$ cat config.mk
export PLATFORM = sky130hd
export DESIGN_NAME = dwt_subband_layout_top
export DESIGN_NICKNAME = d
export VERILOG_FILES = /design/src/rtl/core/dsl_pkg.sv /design/src/rtl/core/dwt_subband_layout_top.sv /design/src/rtl/core/dsl_ceil_shift.sv /design/src/rtl/core/dsl_mac_unit.sv
export SDC_FILE = /design/constraint.sdc
export NUM_CORES = 1
export LEC_CHECK = 0
export BUFFER_PORTS_ARGS = -buffer_cell sky130_fd_sc_hd__buf_2
export CORE_UTILIZATION = 60
export CTS_BUF_LIST = sky130_fd_sc_hd__clkbuf_2 sky130_fd_sc_hd__clkbuf_4 sky130_fd_sc_hd__clkbuf_8
export DETAILED_ROUTE_END_ITERATION = 10
export PLACE_DENSITY_LB_ADDON = 0.1
export SLEW_MARGIN = 20
export SYNTH_ARGS = -nofsm -noshare
export SYNTH_HDL_FRONTEND = slang
export SYNTH_HIERARCHICAL = 1
export SYNTH_SLANG_ARGS = --single-unit
export TNS_END_PERCENT = 100
$ cat constraint.sdc
create_clock -name clk -period 9.1 [get_ports clk]
set_input_delay 1.82 -clock clk [delete_from_list [all_inputs] [get_ports clk]]
set_output_delay 1.82 -clock clk [all_outputs]
set_load 0.03 [all_outputs]
$ cat src/rtl/core/dsl_pkg.sv
// Package for the DWT subband layout block: sequencer states, orientation
// codes and the fixed field widths of the descriptor. No dependencies.
`default_nettype none

package dsl_pkg;

  localparam int LVL_W = 4;   // level field, also the shift amount
  localparam int IDX_W = 6;   // internal band index, up to 1+3*15 bands
  localparam int OFF_W = 32;  // band offset, kept modulo 2^32
  localparam int OUT_W = 16;  // band width and height ports

  localparam logic [1:0] ORI_LL = 2'd0;
  localparam logic [1:0] ORI_HL = 2'd1;
  localparam logic [1:0] ORI_LH = 2'd2;
  localparam logic [1:0] ORI_HH = 2'd3;

  typedef enum logic [2:0] {
    ST_IDLE,
    ST_LL_X,
    ST_LL_Y,
    ST_LVL_X,
    ST_LVL_Y,
    ST_MUL,
    ST_ACC,
    ST_EMIT
  } state_t;

  typedef struct packed {
    logic mul_en;
    logic acc_en;
    logic acc_clr;
  } mac_ctrl_t;

endpackage

`default_nettype wire

$ cat src/rtl/core/dwt_subband_layout_top.sv
// Top level of the DWT subband layout generator: sequencer, shared shift
// unit and shared multiply-accumulate. Uses dsl_pkg, dsl_ceil_shift, dsl_mac_unit.
//
//  channel | direction | handshake            | payload
//  in_     | input     | in_valid / in_ready  | image_width, image_height, level_count
//  out_    | output    | out_valid/out_ready  | band_index .. last_band, 1+3*levels items
//
// With out_ready held high, a request passes through the idle state that takes it,
// two shift steps and an emit for the LL band, then per level two shift steps and
// multiply, accumulate and emit steps for each band, in that order.
// in_ready is high only while idle; a request is taken, then all its items leave.
// A low out_ready holds the current item on the ports and stalls the sequencer.
// rst_n is synchronous and returns the block to idle.
`default_nettype none

module dwt_subband_layout_top
  import dsl_pkg::*;
#(
  parameter int MAX_LEVELS = 8,
  parameter int DIM_BITS   = 16
) (
  input  wire logic        clk,
  input  wire logic        rst_n,
  input  wire logic        in_valid,
  output logic             in_ready,
  input  wire logic [15:0] in_image_width,
  input  wire logic [15:0] in_image_height,
  input  wire logic [3:0]  in_level_count,
  output logic             out_valid,
  input  wire logic        out_ready,
  output logic [4:0]       out_band_index,
  output logic [3:0]       out_band_level,
  output logic [1:0]       out_orientation,
  output logic [31:0]      out_band_offset,
  output logic [15:0]      out_band_width,
  output logic [15:0]      out_band_height,
  output logic             out_last_band
);

  state_t state_r, state_nxt;

  logic [DIM_BITS-1:0] dimx_r, dimx_nxt;
  logic [DIM_BITS-1:0] dimy_r, dimy_nxt;
  logic [DIM_BITS-1:0] sx_r, sx_nxt;
  logic [DIM_BITS-1:0] sy_r, sy_nxt;
  logic [LVL_W-1:0]    levels_r, levels_nxt;
  logic [LVL_W-1:0]    lvl_r, lvl_nxt;
  logic [IDX_W-1:0]    idx_r, idx_nxt;
  logic [IDX_W-1:0]    last_idx_r, last_idx_nxt;
  logic [1:0]          orient_r, orient_nxt;

  logic [LVL_W-1:0]    lv_sat;
  logic [DIM_BITS-1:0] shf_value, shf_result;
  logic [LVL_W-1:0]    shf_amount;
  logic [DIM_BITS-1:0] hx, lx, hy, ly;
  logic [DIM_BITS-1:0] mul_a, mul_b;
  logic [DIM_BITS-1:0] band_w, band_h;
  logic [OFF_W-1:0]    acc;
  mac_ctrl_t           mac_ctrl;

  assign lv_sat = (32'(in_level_count) > MAX_LEVELS) ? LVL_W'(MAX_LEVELS) : in_level_count;

  // split of the current level's input size
  assign hx = sx_r >> 1;
  assign lx = sx_r - hx;
  assign hy = sy_r >> 1;
  assign ly = sy_r - hy;

  assign shf_value  = (state_r == ST_LL_X || state_r == ST_LVL_X) ? dimx_r : dimy_r;
  assign shf_amount = (state_r == ST_LL_X || state_r == ST_LL_Y) ? levels_r
                                                                 : lvl_r - LVL_W'(1);

  dsl_ceil_shift #(
    .W(DIM_BITS)
  ) u_shift (
    .value (shf_value),
    .amount(shf_amount),
    .result(shf_result)
  );

  always_comb begin
    case (orient_r)
      ORI_HL: begin
        mul_a = lx; mul_b = ly; band_w = hx; band_h = ly;
      end
      ORI_LH: begin
        mul_a = hx; mul_b = ly; band_w = lx; band_h = hy;
      end
      ORI_HH: begin
        mul_a = lx; mul_b = hy; band_w = hx; band_h = hy;
      end
      default: begin
        mul_a = lx; mul_b = ly; band_w = sx_r; band_h = sy_r;
      end
    endcase
  end

  dsl_mac_unit #(
    .OPW(DIM_BITS)
  ) u_mac (
    .clk (clk),
    .ctrl(mac_ctrl),
    .op_a(mul_a),
    .op_b(mul_b),
    .acc (acc)
  );

  always_ff @(posedge clk) begin
    if (!rst_n) begin
      state_r <= ST_IDLE;
      idx_r   <= '0;
    end else begin
      state_r <= state_nxt;
      idx_r   <= idx_nxt;
    end
    dimx_r     <= dimx_nxt;
    dimy_r     <= dimy_nxt;
    sx_r       <= sx_nxt;
    sy_r       <= sy_nxt;
    levels_r   <= levels_nxt;
    lvl_r      <= lvl_nxt;
    last_idx_r <= last_idx_nxt;
    orient_r   <= orient_nxt;
  end

  always_comb begin
    state_nxt    = state_r;
    dimx_nxt     = dimx_r;
    dimy_nxt     = dimy_r;
    sx_nxt       = sx_r;
    sy_nxt       = sy_r;
    levels_nxt   = levels_r;
    lvl_nxt      = lvl_r;
    idx_nxt      = idx_r;
    last_idx_nxt = last_idx_r;
    orient_nxt   = orient_r;
    mac_ctrl     = '0;

    unique case (state_r)
      ST_IDLE: begin
        if (in_valid) begin
          dimx_nxt     = DIM_BITS'(in_image_width);
          dimy_nxt     = DIM_BITS'(in_image_height);
          levels_nxt   = lv_sat;
          idx_nxt      = '0;
          orient_nxt   = ORI_LL;
          last_idx_nxt = IDX_W'(lv_sat) + IDX_W'({lv_sat, 1'b0});
          state_nxt    = ST_LL_X;
        end
      end
      ST_LL_X: begin
        sx_nxt           = shf_result;
        mac_ctrl.acc_clr = 1'b1;
        state_nxt        = ST_LL_Y;
      end
      ST_LL_Y: begin
        sy_nxt    = shf_result;
        state_nxt = ST_EMIT;
      end
      ST_LVL_X: begin
        sx_nxt           = shf_result;
        mac_ctrl.acc_clr = 1'b1;
        state_nxt        = ST_LVL_Y;
      end
      ST_LVL_Y: begin
        sy_nxt     = shf_result;
        orient_nxt = ORI_HL;
        state_nxt  = ST_MUL;
      end
      ST_MUL: begin
        mac_ctrl.mul_en = 1'b1;
        state_nxt       = ST_ACC;
      end
      ST_ACC: begin
        mac_ctrl.acc_en = 1'b1;
        state_nxt       = ST_EMIT;
      end
      ST_EMIT: begin
        if (out_ready) begin
          idx_nxt = idx_r + IDX_W'(1);
          if (orient_r == ORI_LL) begin
            lvl_nxt   = levels_r;
            state_nxt = (levels_r == '0) ? ST_IDLE : ST_LVL_X;
          end else if (orient_r != ORI_HH) begin
            orient_nxt = orient_r + 2'd1;
            state_nxt  = ST_MUL;
          end else begin
            // level done: step one level toward the full-size image
            lvl_nxt   = lvl_r - LVL_W'(1);
            state_nxt = (lvl_r == LVL_W'(1)) ? ST_IDLE : ST_LVL_X;
          end
        end
      end
      default: begin
        state_nxt = ST_IDLE;
      end
    endcase
  end

  assign in_ready        = (state_r == ST_IDLE);
  assign out_valid       = (state_r == ST_EMIT);
  assign out_band_index  = idx_r[4:0];
  assign out_band_level  = (orient_r == ORI_LL) ? levels_r : lvl_r;
  assign out_orientation = orient_r;
  assign out_band_offset = acc;
  assign out_band_width  = OUT_W'(band_w);
  assign out_band_height = OUT_W'(band_h);
  assign out_last_band   = (idx_r == last_idx_r);

  a_last_to_idle: assert property (@(posedge clk) disable iff (!rst_n)
    out_valid && out_ready && out_last_band |=> in_ready)
    else $error("block not idle after last item");

  a_more_stays_busy: assert property (@(posedge clk) disable iff (!rst_n)
    out_valid && out_ready && !out_last_band |=> !in_ready)
    else $error("block idle before last item");

  a_start_at_ll: assert property (@(posedge clk) disable iff (!rst_n)
    in_valid && in_ready |=> (idx_r == '0) && (orient_r == ORI_LL))
    else $error("request does not start with the LL band");

  a_ll_offset_zero: assert property (@(posedge clk) disable iff (!rst_n)
    out_valid && (out_orientation == ORI_LL) |-> (out_band_offset == '0))
    else $error("LL band with nonzero offset");

  a_detail_level: assert property (@(posedge clk) disable iff (!rst_n)
    out_valid && (out_orientation != ORI_LL) |-> (out_band_level != '0))
    else $error("detail band at level zero");

endmodule

`default_nettype wire

$ cat src/rtl/core/dsl_ceil_shift.sv
// Shared shift unit: ceil(value / 2^amount) for one dimension.
// Uses dsl_pkg for the shift amount width.
`default_nettype none

module dsl_ceil_shift
  import dsl_pkg::*;
#(
  parameter int W = 16
) (
  input  wire logic [W-1:0]     value,
  input  wire logic [LVL_W-1:0] amount,
  output logic      [W-1:0]     result
);

  logic [W-1:0] low_mask;
  logic         round_up;

  always_comb begin
    // bits shifted out; any one set rounds the quotient up
    low_mask = ~({W{1'b1}} << amount);
    round_up = |(value & low_mask);
    result   = (value >> amount) + W'(round_up);
  end

endmodule

`default_nettype wire

$ cat src/rtl/core/dsl_mac_unit.sv
// Shared multiply-accumulate unit for band offsets: registered product,
// then a registered running sum modulo 2^32. Uses dsl_pkg for control.
`default_nettype none

module dsl_mac_unit
  import dsl_pkg::*;
#(
  parameter int OPW = 16
) (
  input  wire logic              clk,
  input  wire mac_ctrl_t         ctrl,
  input  wire logic [OPW-1:0]    op_a,
  input  wire logic [OPW-1:0]    op_b,
  output logic      [OFF_W-1:0]  acc
);

  logic [OFF_W-1:0] prod_r;
  logic [OFF_W-1:0] acc_r;

  always_ff @(posedge clk) begin
    if (ctrl.mul_en) begin
      prod_r <= OFF_W'(op_a) * OFF_W'(op_b);
    end
    if (ctrl.acc_clr) begin
      acc_r <= '0;
    end else if (ctrl.acc_en) begin
      acc_r <= acc_r + prod_r;
    end
  end

  assign acc = acc_r;

endmodule

`default_nettype wire
Yosys cells after proc, flatten, opt, wreduce, memory -nomap -nowiden
Cells that the tools add are included.
- add/subtract/negate cells: 8
- multipliers: 1
- order comparisons: 1
- equality and inequality tests: 18
- shift operators: 2
- multiplexer cells: 28
- bitwise gates (word level): 2
- reduce and logical (&&, ||, !) cells: 18
- operator list (kind ; number):
    case mux 16 bit (2 select lines) ; 2
    2-to-1 mux 16 bit ; 3
    adder 32 bit ; 1
    multiplier 16 x 16 -> 32 bit ; 1
    subtractor 16 x 15 -> 16 bit ; 2
    case mux 3 bit (7 select lines) ; 1
    2-to-1 mux 4 bit ; 5
    adder 16 x 1 -> 16 bit ; 1
    bitwise AND 16 bit ; 1
    inverter 16 bit ; 1
    OR reduction 16 bit ; 1
    left shift 16 x 4 -> 16 bit (first input constant) ; 1
    right shift 16 x 4 -> 16 bit ; 1
    equality test 3 bit (second input constant) ; 4
    2-to-1 mux 2 bit ; 6
    2-to-1 mux 3 bit ; 4
    2-to-1 mux 6 bit ; 2
    case mux 6 bit (2 select lines) ; 1
    OR reduction 2 bit ; 5
    != test 2 bit (second input constant) ; 4
    adder 4 x 5 -> 6 bit ; 1
    adder 6 x 1 -> 6 bit (second input constant) ; 1
    equality test 3 x 2 -> 1 bit (second input constant) ; 2
    equality test 6 bit ; 1
    19 further kinds ; 26
- bits in registers: 153
- input bits: 40
- output and inout port bits: 78
- logic and storage cells: 90

Logic depth before layout (Yosys ltp)
- depth after elaboration: 8
- gate-level depth with buffers: 34
- mapped depth without buffers: 32

Hierarchy
The synthesis kept the hierarchy.
- by module, submodules not included (module ; instances ; cells an instance ; area each (sq um) ; sequential area each (sq um)):
    dsl_mac_unit ; 1 ; 1361 ; 12166.7 ; 1601.5
    dwt_subband_layout_top ; 1 ; 636 ; 6195.9 ; 2552.4
    dsl_ceil_shift ; 1 ; 167 ; 1491.4 ; 0.0

Least setup slack after synthesis
No wires, ideal clock.
- path type: register to register
- start: register sx_r[4]
- end: register u_mac.prod_r[29] (data pin)
- library setup time: 0.258 ns
- arrival time: 7.845 ns
- required time: 8.842 ns
- setup slack: 0.997 ns
- cell stages (with the launch flop): 31
- path buffers: 1
- period minus slack after synthesis: 8.103 ns
- path through: edfxtp_1 ha_1 a21o_1 a31oi_2 a21boi_0 o21a_1 o21a_1 o31ai_1 clkbuf_1 nand2_1 fa_1 inv_1 fa_1 inv_1 fa_1 inv_1 fa_1 fa_1 inv_1 fa_1 inv_1 ha_1 a21o_1 a211oi_2 nor2_1 o311ai_2 o21ai_1 or4_4 a31o_1 a21oi_2 xnor2_1
- word-level cells in the longest chain between the ends: 3
- ends and longest elaborated chain (item ; line ; source):
    start: declaration ; dwt_subband_layout_top.sv:44 ; logic [DIM_BITS-1:0] sx_r, sx_nxt;
    start signal: assignment ; dwt_subband_layout_top.sv:118 ; sx_r <= sx_nxt;
    subtractor 16 x 15 -> 16 bit ; dwt_subband_layout_top.sv:65 ; assign lx = sx_r - hx;
    2-to-1 mux 16 bit ; dwt_subband_layout_top.sv:82 ; case (orient_r)
    net mul_a[7] ; dwt_subband_layout_top.sv:56 ; logic [DIM_BITS-1:0] mul_a, mul_b;
    multiplier 16 x 16 -> 32 bit ; dsl_mac_unit.sv:22 ; prod_r <= OFF_W'(op_a) * OFF_W'(op_b);
    end signal: assignment ; dsl_mac_unit.sv:22 ;
    end: declaration ; dsl_mac_unit.sv:17 ; logic [OFF_W-1:0] prod_r;
The timed path passes the listed nets, and every way through them passes these cells.
A chain may end at the register's enable or synchronous reset.

Worst setup path after layout
- start: register sx_r[1]
- end: register u_mac.prod_r[29] (data pin)
Same word-level chain as after synthesis.

==> flow_summary.yaml <==
timing:
  hold_violations: 0
  max_freq_mhz: 116.9
  finalSetupViolations: 0
  fin_worst_skew_ns: 0.01291
  period_minus_slack_ns: 8.551
  setup_tns_ns: 0
  rsz0062_at_grt: "no"
  maxSlewHeadroom_pct: 31.47
  post-route-period-util_pct: 93.97
  final_max_slew_viol_count: 0
  worst-slew-pin-transition_ns: 1.028
logic_synthesis:
  synth-seq-cells: 152
  ys_types: 99
  syn_area_um2: 19850
  synthArstFlopShare_pct: 0
  synth_top_flop_cell: "edfxtp_1"
  synth_fp_nets: 2578
  synthTopCellsByArea: "fa_1, edfxtp_1, ha_1"
  syn-mean-instance-area_um2: 9.175
  synthCells: 2164
  synth.top_cell.area_share_pct: 19.96
  synth-edff-count: 111
  seq_area_frac_synth_pct: 20.92
  synth_top_cell_by_area: "fa_1"
  yosys_warnings: 6
worst_hold_path:
  min_path_type: "reg -> reg"
place:
  portBuffers: 117
  globalplace.congestion: 0.9413
  hpwl_um: 39160
grt:
  grt_pass1_vias: 15980
  grt_pass1_wl_um: 82150
  grt-ovfl-total: 0
  antenna_found_initial: 0
  grt_max_degree: 69
  grt_usage_pct: 31.20
drt:
  route.detailed.drc: 0
  post_drt_via_cell_ratio: 5.868
  drtIter0Drc: 974
  vias: 15890
  wl_per_cell_um: 18.70
  drtPass1Iterations: 5
  ant_nets: 0
  drt-total-wl_um: 50620
critical_path:
  cp_slowest_cell: "fa_1"
  arrival_ns: 8.79
  cp_max_fo: 16
  cp_data_required_time_ns: 9.33
  crit_top_cell: "fa_1"
  slowest_delay_ns: 0.52
  path_class: "reg -> reg"
  start_kind: "register"
  crit_path_end_kind: "register"
final_layout:
  nNetsFinal: 2666
  fillerInstances: 2757
  n_antenna_cell: 0
  layout-drive-gt1-share_pct: 12.49
  areaGrowthSynthToFinish_pct: 7.399
floorplan:
  die_w_um: 183.9
  dieArea_um2: 33820
  die_y_um: 183.9
  io_pins: 118
  core_um2: 32540
  start_util_pct: 61.02
  fp-row-count: 66
cts:
  htree_levels: 4
  clk_pin_slew_ns: 0.09
  cts_buffers: 17
  cts_setup_buffers: 0
  cts_resized: 0
  cts_max_path_buffers: 2
  cts_hold_buf: 0
  clkSinkCount: 152
  root_buffer: "clkbuf_8"
  clk_latency_ns: 0.48
  tritoncts: "yes"
run:
  drv_cap: 0
outcome:
  outcome: "completed"
==> placed cells by master, fill, tap and decap left out, drive strengths merged, types with 12 or more instances in the layout <==
cell    netlist  routed
a211oi       24      24
a21o         43      43
a21oi        91      91
a22oi        16      16
and2        131     131
buf          22     159
clkbuf       68      18
dfxtp        41      41
edfxtp      111     111
fa          198     198
ha          176     176
inv         310     314
mux2         42      42
mux2i        38      38
mux4         12      12
nand2       237     237
nand2b       12      12
nand3        23      23
nand4        13      13
nor2        125     125
nor2b        23      23
nor3         23      23
nor3b        12      12
o21a         20      20
o21ai        98      98
o31ai        12      12
xnor2        66      66
xor2         30      30
==> final cells by class <==
cell class	count	area, um2	area share (%)
multi-input cells	1611	14160	66.39
flip-flops and latches	152	4154	19.48
inverters	311	1167	5.475
repair buffers	159	900.9	4.225
well taps	442	553.0	2.594
clock buffers	18	241.5	1.132
clock inverters	14	148.9	0.6983
==> path summary, 6_finish.rpt <==
| check | from | to | slack, ns | cells past startpoint |
|---|---|---|---|---|
| max | sx_r[1]$_DFFE_PN_ | u_mac/prod_r[29]$_DFFE_PP_ | 0.55 | 29 |
| min | u_mac/acc[15]$_SDFFE_PP0P_ | u_mac/acc[15]$_SDFFE_PP0P_ | 0.52 | 2 |
| min reg2reg | u_mac/acc[15]$_SDFFE_PP0P_ | u_mac/acc[15]$_SDFFE_PP0P_ | 0.52 | 2 |
| max reg2reg | sx_r[1]$_DFFE_PN_ | u_mac/prod_r[29]$_DFFE_PP_ | 0.55 | 29 |
==> cells in the mapped netlist (all sizes together) (24+ instances only) <==
cell type,instances
and2,131
mux2,42
a211oi,24
clkbuf,68
nand2,237
mux2i,38
fa,198
ha,176
o21ai,98
a21o,43
edfxtp,111
a21oi,91
dfxtp,41
nor2,125
xor2,30
xnor2,66
inv,310
==> registers in the layout (all words and copies together) (netlist names) <==
register / cells
dimx_r: 16
dimy_r: 16
idx_r: 6
last_idx_r: 5
levels_r: 4
lvl_r: 4
out_orientation: 2
state_r: 3
sx_r: 16
sy_r: 16
u_mac/acc: 32
u_mac/prod_r: 32
==> logic make-up after synthesis <==
kind of cell | after synthesis | synth area share (%)
compound gates | 402 | 13.93
simple gates | 647 | 16.08
buf+inv | 401 | 7.959
xor+xnor | 96 | 4.235
mux | 92 | 5.810
flops | 152 | 20.92
fa+ha+maj | 374 | 31.06
==> critical path: cells and delay by family (launching register included) <==
family / cells / cell delay [ns]
compound gates: 11 / 2.43
xor+xnor: 1 / 0.08
fa+ha+maj: 9 / 4.00
buf+inv: 4 / 0.45
flops: 1 / 0.47
simple gates: 4 / 0.84
==> layer usage <==
metal	GRT usage [%]	part of all wire, %
met3	4.635	5.1
met5	0	0
met1	40.20	43
met4	10.20	2.9
met2	53.76	49
==> metrics by stage <==
stage                     hold slack (ns)  setup WS, ns  cell area (um2)  std cells  utilization (%)
after floorplan                    0.4984        0.9974            19850       2164                -
after global placement             0.4981        0.7255            20930       2675            64.34
after detailed placement           0.5103        0.5763            20930       2675            64.34
final                              0.5245        0.5486            21320       2707            65.54
after CTS                          0.5263        0.5560            21320       2707            65.54
after global routing               0.5545        0.1368            21320       2707            65.54
Power is left out: the tool's default activity adds up to more than one toggle a clock period on the data nets, which glitch-free logic cannot reach.
